### src/rkd_pkg.sv
// Shared types, constants and the base encoder for the repeated k-mer detector.
`default_nettype none
package rkd_pkg;

  // k-mer geometry
  localparam int KMER_LEN    = 10;
  localparam int KMER_BITS   = 2 * KMER_LEN;
  localparam int TABLE_DEPTH = 1 << KMER_BITS;
  localparam int FILL_W      = $clog2(KMER_LEN + 1);

  // command queue between front and back
  localparam int QUEUE_DEPTH = 2;
  localparam int QPTR_W      = (QUEUE_DEPTH > 1) ? $clog2(QUEUE_DEPTH) : 1;
  localparam int QCNT_W      = $clog2(QUEUE_DEPTH + 1);

  // sighting counter saturates here
  localparam logic [1:0] COUNT_SAT = 2'd2;

  // input mode codes
  localparam logic MODE_SYMBOL = 1'b0;
  localparam logic MODE_NEW    = 1'b1;

  // ASCII characters with codes of their own
  localparam logic [7:0] CHAR_A = 8'h41;
  localparam logic [7:0] CHAR_G = 8'h47;
  localparam logic [7:0] CHAR_C = 8'h43;

  typedef enum logic [1:0] {
    CODE_A = 2'd0,
    CODE_G = 2'd1,
    CODE_C = 2'd2,
    CODE_T = 2'd3
  } base_code_t;

  typedef logic [KMER_BITS-1:0] kmer_t;

  // one command from front to back
  typedef struct packed {
    logic  clear;
    kmer_t kmer;
  } cmd_t;

  // back end sequencer states
  typedef enum logic {
    BK_CLEAR = 1'b0,
    BK_RUN   = 1'b1
  } back_state_t;

  // anything other than A, G or C counts as T
  function automatic base_code_t code_of(input logic [7:0] ch);
    base_code_t c;
    case (ch)
      CHAR_A:  c = CODE_A;
      CHAR_G:  c = CODE_G;
      CHAR_C:  c = CODE_C;
      default: c = CODE_T;
    endcase
    return c;
  endfunction

endpackage
`default_nettype wire

### src/rkd_front.sv
// Front end: accepts items, keeps the sliding window and issues commands.
`default_nettype none
module rkd_front (
  input  wire logic          clk,
  input  wire logic          rst,
  input  wire logic          in_valid,
  output logic               in_ready,
  input  wire logic          mode,
  input  wire logic [7:0]    symbol,
  input  wire logic          q_full,
  output logic               push,
  output rkd_pkg::cmd_t      push_cmd
);

  rkd_pkg::kmer_t              window;
  rkd_pkg::kmer_t              window_next;
  logic [rkd_pkg::FILL_W-1:0]  fill_count;
  logic [rkd_pkg::FILL_W-1:0]  fill_next;
  logic                        accept;
  logic                        is_new;

  assign in_ready = !q_full;
  assign accept   = in_valid && in_ready;
  assign is_new   = (mode == rkd_pkg::MODE_NEW);

  // shift in the new code, count up to a full window
  always_comb begin
    window_next = (window << 2) | rkd_pkg::kmer_t'(rkd_pkg::code_of(symbol));
    if (fill_count < rkd_pkg::FILL_W'(rkd_pkg::KMER_LEN)) fill_next = fill_count + 1'b1;
    else fill_next = fill_count;
  end

  // command to the back: a clear, or a lookup once the window is full
  always_comb begin
    push           = accept &&
                     (is_new || (fill_next == rkd_pkg::FILL_W'(rkd_pkg::KMER_LEN)));
    push_cmd.clear = is_new;
    push_cmd.kmer  = window_next;
  end

  always_ff @(posedge clk) begin
    if (rst) begin
      window     <= '0;
      fill_count <= '0;
    end else if (accept) begin
      if (is_new) begin
        window     <= '0;
        fill_count <= '0;
      end else begin
        window     <= window_next;
        fill_count <= fill_next;
      end
    end
  end

endmodule
`default_nettype wire

### config.mk
export PLATFORM = sky130hd
export DESIGN_NAME = rkd_front
export DESIGN_NICKNAME = d
export VERILOG_FILES = /design/src/rkd_pkg.sv /design/src/rkd_front.sv
export SDC_FILE = /design/constraint.sdc
export NUM_CORES = 1
export LEC_CHECK = 0
export BUFFER_PORTS_ARGS = -buffer_cell sky130_fd_sc_hd__buf_2
export CAP_MARGIN = 5
export CORE_MARGIN = 1
export CORE_UTILIZATION = 38
export CTS_BUF_LIST = sky130_fd_sc_hd__clkbuf_2
export DETAILED_ROUTE_END_ITERATION = 12
export HOLD_SLACK_MARGIN = 0.1
export SYNTH_ARGS = -nofsm -noshare
export SYNTH_HDL_FRONTEND = slang
export SYNTH_SLANG_ARGS = --single-unit
### constraint.sdc
create_clock -name clk -period 1.2 [get_ports clk]
set_input_delay 0.06 -clock clk [delete_from_list [all_inputs] [get_ports clk]]
set_output_delay 0.06 -clock clk [all_outputs]
set_load 0.01 [all_outputs]
==> Word-level counts from Yosys, hierarchy flattened <==
Cells that the tools add are included.
{ "totals": {"register_bits": 22, "wordCells": 17, "out_inout_bits": 23, "inputBits": 13} }
{ "op_classes": {"n_addsub": 1, "eq_ne": 4, "reduce_logical": 4, "n_bitwise": 1, "n_lt_le_gt_ge": 1, "n_mux": 4} }
{ "op_table": {"columns": ["op", "count"], "rows": [
  ["$eq A8 B7 Y1 const B", 3],
  ["$or A20 B2 Y20", 1],
  ["$mux W18", 1],
  ["$mux W4", 2],
  ["$pmux W2 S3", 1],
  ["$add A4 B1 Y4 const B", 1],
  ["$eq A4 B4 Y1 const B", 1],
  ["$lt A4 B4 Y1 const B", 1],
  ["$logic_and A1 B1 Y1", 2],
  ["$logic_not A1 Y1", 1],
  ["$logic_or A1 B1 Y1", 1]
]} }

==> Logic depth before layout (Yosys ltp) <==
Gate-level depths: netlist (run 1).
{ "depth": {"depth_word": 5, "ltp_mapped": 5} }

==> Worst setup path after synthesis (run 1) <==
Ideal clock, no wire load.
{ "synth_path": {"kind": "reg2out", "from": "register fill_count[1] (netlist name)", "to": "output push", "arrival_time_ps": 1088, "path_stages_with_launch": 6, "setup_slack_ps": 52, "path_cell_list": "dfxtp_1 -> ha_1 -> nand4bb_1 -> o21ai_0 -> nand3b_1 -> a21oi_1"} }
{ "synth_between": {"elab_chain_len": 5, "elab_cells_between_ends": 6, "classes_between": "1 x add/sub; 1 x order compare; 1 x eq/ne; 1 x mux; 2 x reduce/logical"} }
{ "synth_lines": {"columns": ["item", "line", "text"], "rows": [
  ["start, declared", "rkd_front.sv:17", "logic [rkd_pkg::FILL_W-1:0] fill_count;"],
  ["start signal, assigned", "rkd_front.sv:51", "fill_count <= fill_next;"],
  ["$add A4 B1 Y4 / $lt A4 B4 Y1 (equally long branches)", "rkd_front.sv:29", "if (fill_count < rkd_pkg::FILL_W'(rkd_pkg::KMER_LEN)) fill_next = fill_count + 1'b1;"],
  ["$mux W4 *", "rkd_front.sv:29", null],
  ["$eq A4 B4 Y1 *", "rkd_front.sv:36", "(is_new || (fill_next == rkd_pkg::FILL_W'(rkd_pkg::KMER_LEN)));"],
  ["$logic_or A1 B1 Y1 *", "rkd_front.sv:36", null],
  ["$logic_and A1 B1 Y1 *", "rkd_front.sv:35", "push = accept &&"],
  ["end, declared", "rkd_front.sv:11", "output logic push,"]
]} }
Mark *: on every way between the ends. The rest lies on a longest branch, timed or not.

==> Worst setup path after layout (run 1) <==
Same ends and word-level chain as after synthesis.

==> flow_summary.ini, run 1 <==
[outcome]
run_status = finished, violations left
failing_checks = setup timing

[routing]
drc = 0
postRouteAntennaNets = 0
initialDrtViolationCount = 11
drt-vias-per-instance = 5.29
detailedRoute.firstPassIterationCount = 4
routed_wl_um = 2280
avgRoutedWirePerCell_um = 12.5
vias = 968

[power_and_ir_drop]
power.static_leakage_nw = 0.524
vdd_ir_drop_max_mv = 0.707
pwr_density_cell_nw_per_um2 = 923
total_power_mw = 1.18

[clock_network]
cts_sinks = 22
tritoncts = done
cts_made_buffers = 3
insertion_delay_ns = 0.33
root_buffer = sky130_fd_sc_hd__clkbuf_2
cts-htree-levels = 1
clk_pin_slew_worst_paths_ns = 0.19
clock_tree.buffer_depth = 2
cts.repair_timing.setup_buffer_count = 0

[grt]
grt_pass1_vias = 813
grt_first_pass_wirelength_um = 3580
grt_use_total_pct = 16.9
grt_overflow_total = 0
grt_start_max_net_pins = 23
antenna_violations_before_repair = 0

[yosys]
synthXorXnorAreaFrac_pct = 0.847
ys_ff_latch = 22
synth-async-reset-ratio_pct = 0
synth_area_per_cell_um2 = 8.99
yosys.area_share.adder_pct = 1.21
ys_top_cells_by_area = sky130_fd_sc_hd__dfxtp_1 43%, sky130_fd_sc_hd__nand3b_1 13%, sky130_fd_sc_hd__a21oi_1 9.7%
compound_gate_fraction_of_synth_area_pct = 16.2
yosys.area_share.simple_pct = 31.7
synth_cell_type_count = 29
synth_top_family_by_area = simple AND/OR/NAND/NOR gates
yosys-mux-area-fraction_pct = 0
synth_ff_type = sky130_fd_sc_hd__dfxtp_1
netlist.top_cell.by_area = sky130_fd_sc_hd__dfxtp_1
yosysTopAreaCellShare_pct = 42.6
synth_sequential_area_ratio_pct = 42.6
syn-instance-count = 115
yosysWarnings = 0
synthesis.area_um2 = 1030
synth-edff-count = 0
total_nets_after_synthesis = 129

[floorplanning]
initial_util_pct = 41.0
number_of_core_rows = 18
core-area_um2 = 2520
die-area_um2 = 2930
die_height_um = 54.2
floorplan.die.width_um = 54.2
pin_count = 36

[setup_path]
r2r_cells = 5
worst_ep_arrival_time_ns = 1.49
peak_fanout_along_the_critical_path = 3
required_ns = 1.14
critPathLaunchType = flip-flop
critical_path_end_type = output pin
rrSetupSlack_ns = -0.01
setup.worst_path.class = flip-flop to output pin

[sta]
slew_headroom_pct = 71.3
worst_hold_slack_ns = 0.112
rsz_0062_raised_after_global_routing = yes
finalSetupTns_ns = -0.354
worst_clock_skew_ns = 0.0254
timing.final.max_slew_violations = 0
hold_violations_final = 0
period_minus_slack_ns = 1.55
setup_violations = 2
max_freq_ghz = 0.645
worst_pin_slew_ns = 0.430
setup_ws_ns = -0.349
layout_worst_path_cycle_share_pct = 129

[job]
maxCapViolations = 0

[finish]
post-route-cell-area_um2 = 1280
layout.cells.most_common = sky130_fd_sc_hd__buf_2
diodes_inserted = 0
area_growth_pct = 24.0
final_design_utilization_pct = 50.8
layout.cells.non_filler = 183
nFillCells = 261
nets_finish = 168
drive_above_1_share_pct = 35.3
layout_common_cells = 35 x sky130_fd_sc_hd__buf_2, 20 x sky130_fd_sc_hd__nand2_1, 20 x sky130_fd_sc_hd__a21oi_1, 20 x sky130_fd_sc_hd__dfxtp_1, 18 x sky130_fd_sc_hd__nand3b_1

[placed_design]
place.gp.congestion = 0.753
dpl_cell_area_um2 = 1220
port-buffer-count = 35
dp.cells = 177
dp_hpwl_um = 1600
pre_cts_slack_ns = -0.0287

[hold_path]
holdPathStages = 5
holdCritPathClass = input pin to flip-flop
cells in the mapped netlist, types with 2 or more instances:
cell type,count
sky130_fd_sc_hd__nand2_1,20
sky130_fd_sc_hd__a21oi_1,20
sky130_fd_sc_hd__buf_4,3
sky130_fd_sc_hd__o21ai_0,3
sky130_fd_sc_hd__inv_1,2
sky130_fd_sc_hd__dfxtp_1,22
sky130_fd_sc_hd__nand3b_1,18
sky130_fd_sc_hd__nor2_1,3
sky130_fd_sc_hd__clkbuf_1,4
registers in the layout, indices dropped and copies added, names as in the netlist:
register    flops
fill_count      4
window         18
path summary, 6_finish.rpt:
| check | from | to |
|---|---|---|
| worst max-delay path | fill_count[1] | push |
| worst min-delay path | symbol[7] | window[0] |
| worst max register to register | fill_count[1] | fill_count[0] |
| worst min register to register | window[16] | window[16] |
logic make-up after synthesis:
kind of cell / after synthesis
buf+inv: 11
fa+ha+maj: 1
flops: 22
simple gates: 51
compound gates: 29
xor+xnor: 1
critical path, stage by stage, from the launching register on:
cell and delay (ns):
sky130_fd_sc_hd__dfxtp_2 0.38, sky130_fd_sc_hd__ha_4 0.27, sky130_fd_sc_hd__nand4bb_1 0.11, sky130_fd_sc_hd__o21ai_1 0.09, sky130_fd_sc_hd__nand3b_1 0.08, sky130_fd_sc_hd__a21oi_1 0.11
sky130_fd_sc_hd__buf_2 0.14
layer usage:
metal	track usage [%]	routed length, µm
met4	4.27	17
met3	5.37	111
met2	29.5	1130
met5	0	0
met1	19.8	1030
area by class of cell:
class | instances | area [µm²] | area share, %
multi-input cells | 82 | 534 | 41.7
well taps | 30 | 37.5 | 2.93
inverters | 2 | 7.51 | 0.586
clock inverters | 1 | 3.75 | 0.293
clock buffers | 3 | 15.0 | 1.17
repair buffers | 43 | 240 | 18.7
flip-flops and latches | 22 | 443 | 34.6
where the power goes:
group	switching, mW	leakage (nW)	internal, mW
Sequential	0.00487	0.178	0.738
Combinational	0.0784	0.331	0.0630
Clock	0.225	0.0140	0.0724
timing repair:
action / in CTS / in global routing
endpoints found under the hold margin: 7 / 0
resized for setup: 4 / 1
hold buffers: 3 / 0
pin swaps: 0 / 1
endpoints found under the setup margin: 1 / 4
No activity file was read; power rests on OpenSTA's default activity.
==> run 2, diff against run 1 <==
==> constraint.sdc (replaced) <==
create_clock -name clk -period 1.2 [get_ports clk]
set_input_delay 0.06 -clock clk [delete_from_list [all_inputs] [get_ports clk]]
set_output_delay 0.06 -clock clk [all_outputs]
set_load 0.02 [all_outputs]
==> run 2 against run 1 <==
The flow still finishes with violations (setup timing). First-iteration DRC count rose by 73%. Worst setup slack got worse by 0.089 ns. Via count fell by 1.0%. Count of clock-buffer cells in the layout did not move. Non-clock buffer count fell by 1.
==> flow_summary.ini, run 2 (synthesis results as in run 1) <==
[outcome]
run_status = finished, violations left
failing_checks = setup timing

[finish]
drive_above_1_share_pct = 36.8
diodes_inserted = 0
layout.cells.non_filler = 182
largest_reg_flops = 18
nets_finish = 167
layout_top_registers = window: 18 flops, fill_count: 4 flops
nFillCells = 238
area_growth_pct = 28.5
combined_area_of_the_multi_input_logic_cells_um2 = 547
register_area_um2 = 443
layout_common_cells = 32 x sky130_fd_sc_hd__buf_2, 20 x sky130_fd_sc_hd__nand2_1, 20 x sky130_fd_sc_hd__dfxtp_1, 19 x sky130_fd_sc_hd__a21oi_1, 18 x sky130_fd_sc_hd__nand3b_1
layout.cells.most_common = sky130_fd_sc_hd__buf_2
max_flop_register = window

[grt]
grt_start_max_net_pins = 23
grt_first_pass_wirelength_um = 3860
grt_overflow_total = 0
grt_pass1_vias = 871
antenna_violations_before_repair = 0
grt_use_total_pct = 18.1

[sta]
slew_headroom_pct = 71.7
setup_violations = 2
worst_pin_slew_ns = 0.424
layout_worst_path_cycle_share_pct = 137
hold_violations_final = 0
worst_clock_skew_ns = 0.00174
max_freq_ghz = 0.610
timing.final.max_slew_violations = 0
rsz_0062_raised_after_global_routing = yes
period_minus_slack_ns = 1.64
setup_ws_ns = -0.438
worst_hold_slack_ns = 0.0998

[clock_network]
clock_tree.buffer_depth = 2
clk_pin_slew_worst_paths_ns = 0.22
tritoncts = done
root_buffer = sky130_fd_sc_hd__clkbuf_2
cts_made_buffers = 3
insertion_delay_ns = 0.32
cts-htree-levels = 1
cts_sinks = 22

[setup_path]
peak_fanout_along_the_critical_path = 3
critical_path.reg2reg.endpoint = fill_count[1]
r2r_cells = 5
critical_path_end_type = output pin
worst_ep_arrival_time_ns = 1.58
slowest_delay_ns = 0.39
rrSetupSlack_ns = -0.02
r2r-start = fill_count[1]
required_ns = 1.14
critPathBufInv = 1
critPathLaunchType = flip-flop
crit_chain = ha_4 > nand4bb_1 > o21ai_1 > nand3b_1 > a21oi_4 > buf_6
setup.worst_path.class = flip-flop to output pin
timing.critical_path.slowest_stage_cell = sky130_fd_sc_hd__dfxtp_2
timing.critical_path.max_delay_family = flip-flops

[power_and_ir_drop]
vdd_ir_drop_max_mv = 0.638
intPower_mw = 1.09
swShare_pct = 23.0
total_power_mw = 1.42
power_frac_seq_pct = 52.5
power.share.clock_pct = 36.8
p_switching_mw = 0.326
pwr_density_cell_nw_per_um2 = 1070
combPwrFrac_pct = 10.8
power.static_leakage_nw = 0.537

[routing]
postRouteAntennaNets = 0
initialDrtViolationCount = 19
drc = 0
drt-vias-per-instance = 5.26
detailedRoute.firstPassIterationCount = 4
vias = 958
routed_wl_um = 2330
avgRoutedWirePerCell_um = 12.8

[floorplanning]
die_height_um = 54.2
core-area_um2 = 2520
initial_util_pct = 41.0
die-area_um2 = 2930
floorplan.die.width_um = 54.2
pin_count = 36
number_of_core_rows = 18

[placed_design]
dp_hpwl_um = 1610
place.gp.congestion = 0.837
dp.cells = 177
port-buffer-count = 35

[hold_path]
holdPathStages = 4
min_from = symbol[7]
holdCritPathClass = input pin to flip-flop
worstHoldEndpoint = window[1]

[job]
maxCapViolations = 0
-- run 2: changes by cell type in the layout (fill, tap and decap cells not counted), sizes merged --
cell	before	now
clkinv	1	0
buf	41	40
bufinv	0	1
-- run 2: layout make-up --
cell class,count,share of cell area (%)
Sequential cell,22,33.4
Clock inverter,1,2.26
Tap cell,30,2.83
Multi-Input combinational cell,82,41.2
Inverter,2,0.566
Clock buffer,3,1.13
Timing Repair Buffer,42,18.7
-- run 2: worst register-to-register path, stage by stage (launching register included) --
cell and delay [ns]:
sky130_fd_sc_hd__dfxtp_2 0.39, sky130_fd_sc_hd__buf_4 0.15, sky130_fd_sc_hd__o21ai_0 0.23, sky130_fd_sc_hd__o21ai_1 0.14, sky130_fd_sc_hd__a32oi_1 0.17, sky130_fd_sc_hd__nor2_1 0.05
-- run 2: stage by stage --
step                setup TNS, ns  setup slack, ns  util [%]  area (µm²)
finish                     -0.460           -0.438      52.6        1330
floorplan                       0           0.0212         -        1040
CTS                        -0.475           -0.456      52.7        1330
detailed placement         -0.112           -0.112      48.9        1230
global placement          -0.0474          -0.0474      48.9        1230
global route               -0.749           -0.559      52.6        1330
-- run 2: worst max path at each step --
stage,startpoint,endpoint,cells after the start,slack (ns)
final,fill_count[1],push,6,-0.44
after global routing,fill_count[1],push,6,-0.56
after CTS,fill_count[1],push,6,-0.46
after detailed placement,fill_count[0],push,6,-0.11
after global placement,fill_count[0],push,6,-0.05
after floorplan,fill_count[1],push,5,0.02
-- run 2: power by group through the flow --
stage	sequential, mW	combinational [mW]	clock [mW]
after global placement	0.756	0.141	0
final	0.743	0.153	0.521
after CTS	0.744	0.156	0.537
after global routing	0.745	0.168	0.570
after floorplan	0.761	0.0946	0
after detailed placement	0.756	0.145	0
-- run 2: what timing repair did --
| action | in CTS | in global routing |
|---|---|---|
| gates resized for setup | 6 | 4 |
| setup endpoints to repair | 1 | 8 |
| pin swaps | 0 | 1 |
| endpoints found under the hold margin | 3 | 0 |
| setup buffers | 0 | 0 |
| hold buffers | 3 | 0 |
-- run 2: per-layer routing --
layer	global-route usage (%)	share of wire [%]	wire length (µm)
met1	21.6	43	998
met3	3.95	6.6	155
met4	7.26	0.56	13
met5	0	0	0
met2	31.1	50	1170
