`config.mk`:
```
export PLATFORM = sky130hd
export DESIGN_NAME = rkd_queue
export DESIGN_NICKNAME = d
export VERILOG_FILES = /design/src/rkd_pkg.sv /design/src/rkd_queue.sv
export SDC_FILE = /design/constraint.sdc
export NUM_CORES = 1
export LEC_CHECK = 0
export ABC_AREA = 1
export BUFFER_PORTS_ARGS = -buffer_cell sky130_fd_sc_hd__buf_2
export CAP_MARGIN = 20
export CORE_MARGIN = 2
export CORE_UTILIZATION = 51
export CTS_CLUSTER_SIZE = 40
export DETAILED_ROUTE_END_ITERATION = 16
export PLACE_DENSITY = 0.76
export SLEW_MARGIN = 20
export SYNTH_ARGS = -nofsm -noshare
export SYNTH_HDL_FRONTEND = slang
export SYNTH_SLANG_ARGS = --single-unit
```
`constraint.sdc`:
```
create_clock -name clk -period 2.28 [get_ports clk]
set_input_delay 0.456 -clock clk [delete_from_list [all_inputs] [get_ports clk]]
set_output_delay 0.456 -clock clk [all_outputs]
set_load 0.1 [all_outputs]
```
`src/rkd_pkg.sv`:
```
// Shared types, constants and the base encoder for the repeated k-mer detector.
`default_nettype none
package rkd_pkg;

  // k-mer geometry
  localparam int KMER_LEN    = 10;
  localparam int KMER_BITS   = 2 * KMER_LEN;
  localparam int TABLE_DEPTH = 1 << KMER_BITS;
  localparam int FILL_W      = $clog2(KMER_LEN + 1);

  // command queue between front and back
  localparam int QUEUE_DEPTH = 2;
  localparam int QPTR_W      = (QUEUE_DEPTH > 1) ? $clog2(QUEUE_DEPTH) : 1;
  localparam int QCNT_W      = $clog2(QUEUE_DEPTH + 1);

  // sighting counter saturates here
  localparam logic [1:0] COUNT_SAT = 2'd2;

  // input mode codes
  localparam logic MODE_SYMBOL = 1'b0;
  localparam logic MODE_NEW    = 1'b1;

  // ASCII characters with codes of their own
  localparam logic [7:0] CHAR_A = 8'h41;
  localparam logic [7:0] CHAR_G = 8'h47;
  localparam logic [7:0] CHAR_C = 8'h43;

  typedef enum logic [1:0] {
    CODE_A = 2'd0,
    CODE_G = 2'd1,
    CODE_C = 2'd2,
    CODE_T = 2'd3
  } base_code_t;

  typedef logic [KMER_BITS-1:0] kmer_t;

  // one command from front to back
  typedef struct packed {
    logic  clear;
    kmer_t kmer;
  } cmd_t;

  // back end sequencer states
  typedef enum logic {
    BK_CLEAR = 1'b0,
    BK_RUN   = 1'b1
  } back_state_t;

  // anything other than A, G or C counts as T
  function automatic base_code_t code_of(input logic [7:0] ch);
    base_code_t c;
    case (ch)
      CHAR_A:  c = CODE_A;
      CHAR_G:  c = CODE_G;
      CHAR_C:  c = CODE_C;
      default: c = CODE_T;
    endcase
    return c;
  endfunction

endpackage
`default_nettype wire

```
`src/rkd_queue.sv`:
```
// Small FIFO that carries commands from the front to the back.
`default_nettype none
module rkd_queue (
  input  wire logic          clk,
  input  wire logic          rst,
  input  wire logic          push,
  input  wire rkd_pkg::cmd_t push_cmd,
  input  wire logic          pop,
  output rkd_pkg::cmd_t      head,
  output logic               full,
  output logic               empty
);

  rkd_pkg::cmd_t                entries [rkd_pkg::QUEUE_DEPTH];
  logic [rkd_pkg::QPTR_W-1:0]   wr_ptr;
  logic [rkd_pkg::QPTR_W-1:0]   rd_ptr;
  logic [rkd_pkg::QCNT_W-1:0]   count;

  function automatic logic [rkd_pkg::QPTR_W-1:0] ptr_inc(
    input logic [rkd_pkg::QPTR_W-1:0] p
  );
    logic [rkd_pkg::QPTR_W-1:0] n;
    if (p == rkd_pkg::QPTR_W'(rkd_pkg::QUEUE_DEPTH - 1)) n = '0;
    else n = p + 1'b1;
    return n;
  endfunction

  assign full  = (count == rkd_pkg::QCNT_W'(rkd_pkg::QUEUE_DEPTH));
  assign empty = (count == '0);
  assign head  = entries[rd_ptr];

  // storage, no reset needed
  always_ff @(posedge clk) begin
    if (push) begin
      entries[wr_ptr] <= push_cmd;
    end
  end

  // pointers and occupancy
  always_ff @(posedge clk) begin
    if (rst) begin
      wr_ptr <= '0;
      rd_ptr <= '0;
      count  <= '0;
    end else begin
      if (push) wr_ptr <= ptr_inc(wr_ptr);
      if (pop)  rd_ptr <= ptr_inc(rd_ptr);
      case ({push, pop})
        2'b10:   count <= count + 1'b1;
        2'b01:   count <= count - 1'b1;
        default: count <= count;
      endcase
    end
  end

endmodule
`default_nettype wire

```
# Yosys cells after proc, flatten, opt, wreduce, memory -nomap -nowiden
# Memory sizes are Yosys's and may differ from the RTL's. A register that Yosys moved wholly into a read port is not among the register bits.
# Cells that the tools add are included.
[classes] muxes=7 add_sub_neg=4 n_reduce_logical=2 n_eq_ne=3
[op_table] cell="two-way mux 1 bit" count=6
[op_table] cell="equality test 2 bit (second input constant)" count=2
[op_table] cell="one-hot mux 2 bit (2 select lines)" count=1
[op_table] cell="adder 1 bit (second input constant)" count=2
[op_table] cell="adder 2 x 1 -> 2 bit (second input constant)" count=1
[op_table] cell="equality test 2 x 1 -> 1 bit (second input constant)" count=1
[op_table] cell="zero test 2 bit" count=1
[op_table] cell="nonzero test 2 bit" count=1
[op_table] cell="subtractor 2 x 1 -> 2 bit (second input constant)" count=1
[totals] n_memories=1 out_inout_bits=23 wordCells=20 in_bits=25 ramBits=42 regBits=4
[memory_table] memory="entries" depth=2 word_bits=21 rd=1 rd_ports_with_merged_regs=1 write_ports=1 line="rkd_queue.sv:14" rtl="rkd_pkg::cmd_t entries [rkd_pkg::QUEUE_DEPTH];"

# Logic depth before layout (Yosys ltp)
# Gate-level depths: netlist of run 1.
[logic_depth] depth_word=4 depth_mapped=7 mapped_depth_nobuf=7

# Worst setup path before layout of run 1
# Ideal clock, no wire load.
[synth_path] kind="register to output" from="register count[1] in the netlist's numbering" to="output port full" stages_incl_launch_ff=3 n_path_buf=0 slack_ns=0.184 arrival_time_ns=1.640 cell_sequence="dfxtp_1 -> inv_1 -> nor2_1"
[synth_via] elab_chain_cells=1
[synth_lines] item="from (decl)" line="rkd_queue.sv:17" rtl="logic [rkd_pkg::QCNT_W-1:0] count;"
[synth_lines] item="from (signal assigned)" line="rkd_queue.sv:49" rtl="2'b10: count <= count + 1'b1;"
[synth_lines] item="from (signal assigned)" line="rkd_queue.sv:50" rtl="2'b01: count <= count - 1'b1;"
[synth_lines] item="from (signal assigned)" line="rkd_queue.sv:51" rtl="default: count <= count;"
[synth_lines] item="equality test 2 bit" line="rkd_queue.sv:28" rtl="assign full = (count == rkd_pkg::QCNT_W'(rkd_pkg::QUEUE_DEPTH));"
[synth_lines] item="to (decl)" line="rkd_queue.sv:10" rtl="output logic full,"
# Every way passes these cells.

==> results of run 1 <==
-- final timing paths --
| check | endpoint | slack (ns) |
|---|---|---|
| max | head[3] | 0.31 |
| min | entries[0][15] | 0.29 |
| max reg2reg | entries[1][12] | 1.04 |
| min reg2reg | wr_ptr | 0.53 |
-- synth_stat cells --
| cell | number |
|---|---|
| nand2_1 | 5 |
| dfxtp_1 | 5 |
| a21oi_1 | 1 |
| ha_1 | 1 |
| nor3_1 | 1 |
| mux2_4 | 20 |
| inv_1 | 7 |
| xnor2_1 | 1 |
| nor2_1 | 10 |
| nand4_1 | 1 |
| o21ai_0 | 1 |
| buf_6 | 2 |
| edfxtp_1 | 42 |
| mux2_2 | 1 |
-- metrics by stage --
stage	util, %	worst slack [ns]	hold WS (ns)
6_report	73.6	0.310	0.288
5_1_grt	73.6	0.225	0.252
4_1_cts	73.6	0.279	0.265
3_5_place_dp	72.2	0.696	0.505
3_3_place_gp	72.2	0.744	0.497
2_1_floorplan	-	0.184	0.480
-- power groups by stage --
stage / sequential (mW) / clock [mW] / combinational (mW)
final: 1.01 / 0.350 / 0.677
after global routing: 1.01 / 0.405 / 0.696
after CTS: 1.01 / 0.366 / 0.682
after detailed placement: 1.03 / 0 / 0.681
after global placement: 1.02 / 0 / 0.669
after floorplan: 1.02 / 0 / 0.454
-- critical path, stage by stage, from the launching register on --
cell and delay [ns]:
dfxtp_1 0.38, buf_4 0.22, mux2_2 0.39, buf_12 0.17
-- cell type report --
cell class | count | area share (%)
inverter | 7 | 1.05
tap | 46 | 2.31
multi-input combinational | 42 | 16.5
sequential | 47 | 54.6
clock buffer | 8 | 1.96
timing repair buffer | 52 | 23.6
-- sequential cells by signal (all words and copies together) (netlist names), named ones only --
name     flops
entries     42
rd_ptr       1
wr_ptr       1
count        2
-- cells by family after synthesis --
family | share of synthesized area, %
simple gates | 3.71
xor+xnor | 0.481
buf+inv | 2.68
flops | 74.8
compound gates | 0.549
fa+ha+maj | 0.687
mux | 17.1
-- metal layers --
metal	GRT usage (%)	up-vias	share of wire [%]
met4	9.78	0	2.6
met3	6.51	7	5.6
li1	-	470	-
met2	29.2	34	55
met1	16.4	474	36
met5	0	-	0
==> flow_summary.json, run 1 <==
{
  "outcome": "completed",
  "cts_resized": 0,
  "combPwrFrac_pct": 33.3,
  "mostFrequentLayoutCell": "edfxtp_1",
  "slew_violations": 0,
  "stdcell_count": 202,
  "die-area_sq_mm": 0.00406,
  "switching_share_pct": 33.3,
  "ff_latch_area_sq_mm": 0.00136,
  "hold_violations": 0,
  "fin_crit_sh_pct": 86.4,
  "insertedDiodeCount": 0,
  "pwr-share-seq_pct": 49.5,
  "setup_viol": 0,
  "core_sq_mm": 0.00339,
  "cts_hold_buf": 0,
  "vias": 985,
  "cts_htree_levels": 2,
  "first_iter_violations": 18,
  "period_needed_ns": 1.97,
  "start_util_pct": 53.7,
  "globalplace.congestion": 0.625,
  "path_clk_slew_ns": 0.12,
  "p_per_area_mw_per_mm2": 816,
  "clkLatencyLatePin_ns": 0.35,
  "yosysSeqAreaShare_pct": 74.8,
  "grt_pass1_vias": 1052,
  "hpwlAfterDp_mm": 2.32,
  "antenna_found_initial": 0,
  "min_from": "push_cmd[15]",
  "floorplan.rows": 21,
  "grtUsageTotal_pct": 16.6,
  "finalPower_mw": 2.04,
  "num-fill-cells": 207,
  "cell_internal_pwr_mw": 1.36,
  "hold_depth": 1,
  "crit_path_start_kind": "flip-flop",
  "layout-drive-gt1-share_pct": 50.6,
  "ant_nets": 0,
  "setup_tns_ns": 0,
  "drcViolationCount": 0,
  "syn-cell-area_sq_mm": 0.00182,
  "synth_area_per_cell_sq_um": 18.6,
  "wl_per_cell_microns": 15.0,
  "required_ns": 1.82,
  "die_h_microns": 63.7,
  "max-cap-violations": 0,
  "postCtsSetupBuffers": 0,
  "dr.pass1.iters": 4,
  "cts_tree": "yes",
  "io_pins": 48,
  "die_w_microns": 63.7,
  "clock_power_share_pct": 17.2,
  "multiInputGateArea_sq_um": 413,
  "finClkSkew_ns": 0.00713,
  "grt_overflow_total": 0,
  "routed_wl_mm": 3.03,
  "synth_top_cell_by_area": "edfxtp_1",
  "crit_path_end_kind": "primary output",
  "critPathArrivalTime_ns": 1.51,
  "hp-class": "in -> reg",
  "r2r_start": "wr_ptr",
  "synth-warning-count": 0,
  "fmax_mhz": 508,
  "dp.cells": 194,
  "rsz0062_at_grt": "false",
  "fin_area_sq_mm": 0.00249,
  "syn_to_final_growth_pct": 37.0,
  "path_class": "reg -> out",
  "r2r_cells": 3,
  "clk_path_buf_depth": 2,
  "cts_buffers": 5,
  "grt_max_degree": 18,
  "ir_worst_vdd_uv": 552,
  "synthTopCellsByArea": "edfxtp_1 69%, mux2_4 16%, dfxtp_1 5.5%, nor2_1 2.1%, inv_1 1.4%",
  "yosysUniqueCellTypes": 14,
  "leakagePower_nw": 1.02,
  "routed_via_density": 4.88,
  "port_buffers": 47,
  "switching_power_uw": 677,
  "slew_headroom_pct": 67.8,
  "fin_nets": 181,
  "ys_seq_elements": 47,
  "synthCells": 98,
  "layout_common_cells": "42 x edfxtp_1, 26 x buf_2, 21 x buf_12",
  "cts.sinks": 47,
  "dpl-instance-area_sq_mm": 0.00245,
  "cp_max_fo": 8,
  "tightestPinTransition_ns": 0.486,
  "cts_root_buffer": "clkbuf_4",
  "syn_nets": 124,
  "grt_pass1_wl_mm": 4.77,
  "synth_top_area_share_pct": 69.3
}
(Power assumes the default switching activity.)
==> inputs of run 2 (changes only) <==
ABC_AREA = unset   (was 1)
CORE_UTILIZATION = 50   (was 51)
PLACE_DENSITY = 0.75   (was 0.76)
==> run 2 against run 1 <==
Via count fell by 7.8%. Non-clock buffer count fell by 1. Clock-buffer cell count fell by 3. Critical path depth did not move. Sequential share of layout area rose by 2.1 points. Largest power group unchanged. Final cell count fell by 5.9%. Worst hold slack got worse by 0.0083 ns. Design area fell by 3.8%. Global-route usage fell by 0.90 points.
==> flow_summary.json, run 2 <==
{
  "outcome": "completed",
  "crit_path_start_kind": "flip-flop",
  "path_class": "reg -> out",
  "cts_buffers": 5,
  "r2r_cells": 2,
  "ir_worst_vdd_uv": 573,
  "mostFrequentLayoutCell": "edfxtp_1",
  "fin_crit_sh_pct": 84.8,
  "start_util_pct": 51.7,
  "cp_max_fo": 12,
  "synthCells": 87,
  "netlist_top_cells_count": "42 x edfxtp_1, 21 x mux2_2, 6 x nor2_1",
  "dpl-instance-area_sq_mm": 0.00234,
  "synth_edf_count": 42,
  "combPwrFrac_pct": 33.6,
  "synth-warning-count": 0,
  "switching_power_uw": 727,
  "fin_nets": 169,
  "grt_pass1_vias": 992,
  "die_w_microns": 62.5,
  "die_h_microns": 62.5,
  "dr.pass1.iters": 4,
  "required_ns": 1.82,
  "antenna_found_initial": 0,
  "globalplace.congestion": 0.720,
  "pwr-share-seq_pct": 48.9,
  "wl_per_cell_microns": 14.6,
  "hp-class": "in -> reg",
  "cts_resized": 0,
  "synth_top_cell_by_area": "edfxtp_1",
  "dp_slack_ns": 0.632,
  "clock_power_share_pct": 17.6,
  "syn-cell-area_sq_mm": 0.00171,
  "syn_to_final_growth_pct": 40.2,
  "syn_nets": 113,
  "yosysUniqueCellTypes": 14,
  "switching_share_pct": 34.9,
  "routed_via_density": 4.78,
  "cts_root_buffer": "clkbuf_4",
  "p_per_area_mw_per_mm2": 867,
  "slew_headroom_pct": 67.6,
  "fmax_mhz": 517,
  "top_regs": "entries: 42 flops, count: 2 flops",
  "critPathArrivalTime_ns": 1.48,
  "min_to": "entries[0][17]",
  "first_iter_violations": 11,
  "reg2reg_to": "entries[0][16]",
  "hpwlAfterDp_mm": 2.08,
  "grtUsageTotal_pct": 15.7,
  "synthArstFlopShare_pct": 0,
  "layout-drive-gt1-share_pct": 56.3,
  "drcViolationCount": 0,
  "cts_htree_levels": 2,
  "cts.sinks": 47,
  "cts_hold_buf": 0,
  "floorplan.rows": 21,
  "cell_internal_pwr_mw": 1.36,
  "hold_depth": 1,
  "largest-register": "entries",
  "tightestPinTransition_ns": 0.485,
  "synth_top_area_share_pct": 73.6,
  "largest_register_ffs": 42,
  "clkLatencyLatePin_ns": 0.35,
  "fin_area_sq_mm": 0.00240,
  "path_clk_slew_ns": 0.14,
  "rsz0062_at_grt": "false",
  "slew_violations": 0,
  "grt_overflow_total": 0,
  "die-area_sq_mm": 0.00391,
  "routed_wl_mm": 2.78,
  "ant_nets": 0,
  "vias": 908,
  "crit_path_end_kind": "primary output",
  "cts_tree": "yes",
  "clk_path_buf_depth": 2,
  "port_buffers": 47,
  "setup_viol": 0,
  "period_needed_ns": 1.93,
  "synth_area_per_cell_sq_um": 19.7,
  "final.setup.worst_slack_ns": 0.348,
  "core_sq_mm": 0.00331,
  "ys.flop_type": "edfxtp_1",
  "reg2reg_slack_ns": 0.91,
  "finClkSkew_ns": 0.0103,
  "insertedDiodeCount": 0,
  "hold_violations": 0,
  "leakagePower_nw": 0.911,
  "max-cap-violations": 0,
  "yosysSeqAreaShare_pct": 79.5,
  "r2r_start": "wr_ptr",
  "layout_common_cells": "42 x edfxtp_1, 26 x buf_2, 21 x mux2_2, 21 x buf_12",
  "postCtsSetupBuffers": 0,
  "io_pins": 48,
  "grt_max_degree": 22,
  "grt_pass1_wl_mm": 4.47,
  "setup_tns_ns": 0,
  "num-fill-cells": 227,
  "synthTopCellsByArea": "edfxtp_1 74%, mux2_2 14%, dfxtp_1 5.8%, xnor2_1 1.5%, nor2_1 1.3%",
  "finalPower_mw": 2.08,
  "ys_seq_elements": 47,
  "min_from": "push_cmd[17]",
  "synth_most_common_cell": "edfxtp_1"
}
-- run 2: cell count changes after synthesis, moves of 2 or more --
cell,previous run,this run
nor2_1,10,6
nand2_1,5,0
inv_1,7,1
buf_6,2,0
xnor2_1,1,3
buf_2,0,2
mux2_4,20,0
mux2_2,1,21
-- run 2: logic make-up (layout without fill, tap and decap cells) --
family / count (synthesis) / count (layout) / synth area share [%]
muxes: 21 / 21 / 13.8
DFF: 47 / 47 / 79.5
and+or+nand+nor: 9 / 9 / 2.56
xor gates and xnor gates: 4 / 4 / 2.05
adders and majority gates: 1 / 1 / 0.730
buffers and inverters: 3 / 60 / 0.803
AOI/OAI and AO/OA: 2 / 2 / 0.584
-- run 2: per-stage QoR --
step	hold slack, ns	utilization [%]	cells
finish	0.279	72.5	190
global route	0.242	72.5	190
CTS	0.259	72.5	190
detailed placement	0.508	70.8	182
global placement	0.479	70.8	182
floorplan	0.461	-	87
-- run 2: power groups by stage --
stage          combinational [mW]  clock [mW]  sequential (mW)
2_1_floorplan               0.454           0             1.03
3_3_place_gp                0.694           0             1.03
3_5_place_dp                0.703           0             1.04
4_1_cts                     0.704       0.381             1.02
5_1_grt                     0.718       0.422             1.02
6_report                    0.699       0.366             1.02
-- run 2: worst max path at each step --
stage / depth (start not counted) / slack, ns / start / end
5_1_grt: 3 / 0.26 / flip-flop / head[17]
3_5_place_dp: 4 / 0.63 / push / entries[0][20]
2_1_floorplan: 1 / 0.24 / count[0] / empty
4_1_cts: 3 / 0.32 / flip-flop / head[17]
3_3_place_gp: 4 / 0.67 / push / entries[0][20]
6_report: 3 / 0.35 / flip-flop / head[17]
-- run 2: cell type report --
| type | instances | area, sq um | share of cell area, % |
|---|---|---|---|
| inverters | 1 | 3.75 | 0.156 |
| clock buffers | 5 | 37.5 | 1.56 |
| multi-input cells | 37 | 340 | 14.2 |
| well taps | 46 | 57.6 | 2.40 |
| flip-flops and latches | 47 | 1360 | 56.7 |
| repair buffers | 51 | 581 | 24.2 |
| clock inverters | 3 | 20.0 | 0.834 |
-- run 2: critical path, stage by stage, from the launching register on --
cell     delay [ns]
dfxtp_1        0.35
buf_4          0.21
mux2_2         0.39
buf_12         0.17
-- run 2: metal layers --
layer  global-route usage, %  share of wire [%]
met3                    5.95                4.3
met4                    6.67                1.7
met1                    15.7                 38
met5                       0                  0
met2                    28.9                 56
==> inputs of run 3 (changes only) <==
clock period = 2 ns   (was 2.28 ns; I/O delays follow)
==> run 3 against run 2 <==
Die area did not move. Design area rose by 0.26%. Combinational power rose by 15%. Global-route usage rose by 0.18 points. Clock power rose by 6.6%. Worst hold slack got worse by 0.051 ns. Non-clock buffer count rose by 2. Critical path depth did not move. Clock skew fell by 0.0048 ns. Clock-buffer cell count rose by 1. Sequential power rose by 14%. Via count rose by 2.9%. Critical endpoint is now head[14]. Largest cell class unchanged.
==> flow_summary.json, run 3 (synthesis results as in run 2) <==
{
  "outcome": "completed",
  "dp.cells": 184,
  "die_h_microns": 62.5,
  "p_per_area_mw_per_mm2": 976,
  "cell_internal_pwr_mw": 1.54,
  "fin_area_sq_mm": 0.00241,
  "grt_overflow_total": 0,
  "hold_violations": 0,
  "hold_depth": 1,
  "cp_max_fo": 12,
  "syn_to_final_growth_pct": 40.5,
  "cts.sinks": 47,
  "cts_tree": "yes",
  "slowest_delay_ns": 0.39,
  "cts_buffers": 5,
  "path_class": "reg -> out",
  "dpl-instance-area_sq_mm": 0.00236,
  "ir_worst_vdd_uv": 500,
  "start_util_pct": 51.7,
  "finClkSkew_ns": 0.00548,
  "antenna_found_initial": 0,
  "cts_htree_levels": 2,
  "path_clk_slew_ns": 0.12,
  "critPathArrivalTime_ns": 1.47,
  "dr.pass1.iters": 4,
  "layout-drive-gt1-share_pct": 55.5,
  "hp-class": "in -> reg",
  "cts_hold_buf": 0,
  "grt_pass1_wl_mm": 4.49,
  "switching_share_pct": 34.3,
  "crit_path_start_kind": "flip-flop",
  "min_to": "entries[0][7]",
  "setup_tns_ns": 0,
  "first_iter_violations": 4,
  "crit_path_end_kind": "primary output",
  "clock_power_share_pct": 16.6,
  "r2r_cells": 2,
  "grt_max_degree": 14,
  "switching_power_uw": 806,
  "mostFrequentLayoutCell": "edfxtp_1",
  "slew_violations": 0,
  "path_buf_inv": 2,
  "insertedDiodeCount": 0,
  "max-cap-violations": 0,
  "port_buffers": 47,
  "layout_common_cells": "42 x edfxtp_1, 26 x buf_2, 21 x mux2_2, 21 x buf_12, 6 x buf_4",
  "largest-register": "entries",
  "io_pins": 48,
  "clkLatencyLatePin_ns": 0.35,
  "top_regs": "entries: 42 flops, count: 2 flops",
  "path_depth": 3,
  "floorplan.rows": 21,
  "rsz0062_at_grt": "false",
  "leakagePower_nw": 0.919,
  "required_ns": 1.60,
  "period_needed_ns": 1.87,
  "slew_headroom_pct": 67.7,
  "drcViolationCount": 0,
  "routed_via_density": 4.86,
  "ant_nets": 0,
  "die_w_microns": 62.5,
  "holdWs_ns": 0.228,
  "wl_per_cell_microns": 14.6,
  "pwr-share-seq_pct": 49.3,
  "routed_wl_mm": 2.80,
  "fmax_mhz": 536,
  "fin_nets": 171,
  "hpwlAfterDp_mm": 2.09,
  "core_sq_mm": 0.00331,
  "cts_root_buffer": "clkbuf_4",
  "combPwrFrac_pct": 34.1,
  "fin_crit_sh_pct": 93.4,
  "final_util_pct": 72.7,
  "cpMaxStageDelayCell": "mux2_2",
  "clk_path_buf_depth": 2,
  "postCtsSetupBuffers": 0,
  "die-area_sq_mm": 0.00391,
  "critPathTopFamily": "multiplexers",
  "cts_resized": 0,
  "cp_cell_sequence": "buf_4 > mux2_2 > buf_12",
  "setup_viol": 0,
  "reg2reg_slack_ns": 0.95,
  "tightestPinTransition_ns": 0.488,
  "min_from": "push_cmd[7]",
  "vias": 934,
  "grtUsageTotal_pct": 15.9,
  "reg2reg_to": "entries[1][9]",
  "grt_pass1_vias": 979,
  "globalplace.congestion": 0.635,
  "largest_register_ffs": 42,
  "r2r_start": "wr_ptr",
  "stdcell_count": 192
}
[run 3: cell types whose count changed in the layout (fill, tap and decap cells not counted)]
cell        delta
buf_4          +2
clkinv_4       -1
clkbuf_1       +1
clkinvlp_4     -1
clkinv_1       +1
[run 3: routing by layer]
| layer | GRT usage [%] | part of all wire [%] |
|---|---|---|
| met5 | 0 | 0 |
| met4 | 9.17 | 2.3 |
| met3 | 4.50 | 5.2 |
| met2 | 26.9 | 54 |
| met1 | 18.0 | 39 |
[run 3: metrics by stage]
| stage | power, mW | setup slack (ns) |
|---|---|---|
| 6_report | 2.35 | 0.133 |
| 3_3_place_gp | 1.97 | 0.530 |
| 2_1_floorplan | 1.69 | 0.0176 |
| 3_5_place_dp | 1.99 | 0.512 |
| 4_1_cts | 2.37 | 0.107 |
| 5_1_grt | 2.44 | 0.0469 |
[run 3: how the worst max path moves through the flow]
stage	startpoint	to	slack, ns
finish	flip-flop	head[14]	0.13
global route	flip-flop	head[12]	0.05
CTS	flip-flop	head[14]	0.11
detailed placement	flip-flop	head[14]	0.51
global placement	flip-flop	head[14]	0.53
floorplan	count[0]	empty	0.02
[run 3: area by class of cell]
type | instances | area [sq um]
inverter | 1 | 3.75
sequential | 47 | 1360
fill | 232 | 903
timing repair buffer | 53 | 596
tap | 46 | 57.6
clock inverter | 2 | 7.51
multi-input combinational | 37 | 340
clock buffer | 6 | 41.3
[run 3: power by group through the flow]
stage | combinational (mW) | sequential [mW] | clock [mW]
after CTS | 0.808 | 1.16 | 0.407
after floorplan | 0.518 | 1.18 | 0
final | 0.801 | 1.16 | 0.390
after global routing | 0.824 | 1.17 | 0.444
after global placement | 0.795 | 1.18 | 0
after detailed placement | 0.806 | 1.18 | 0
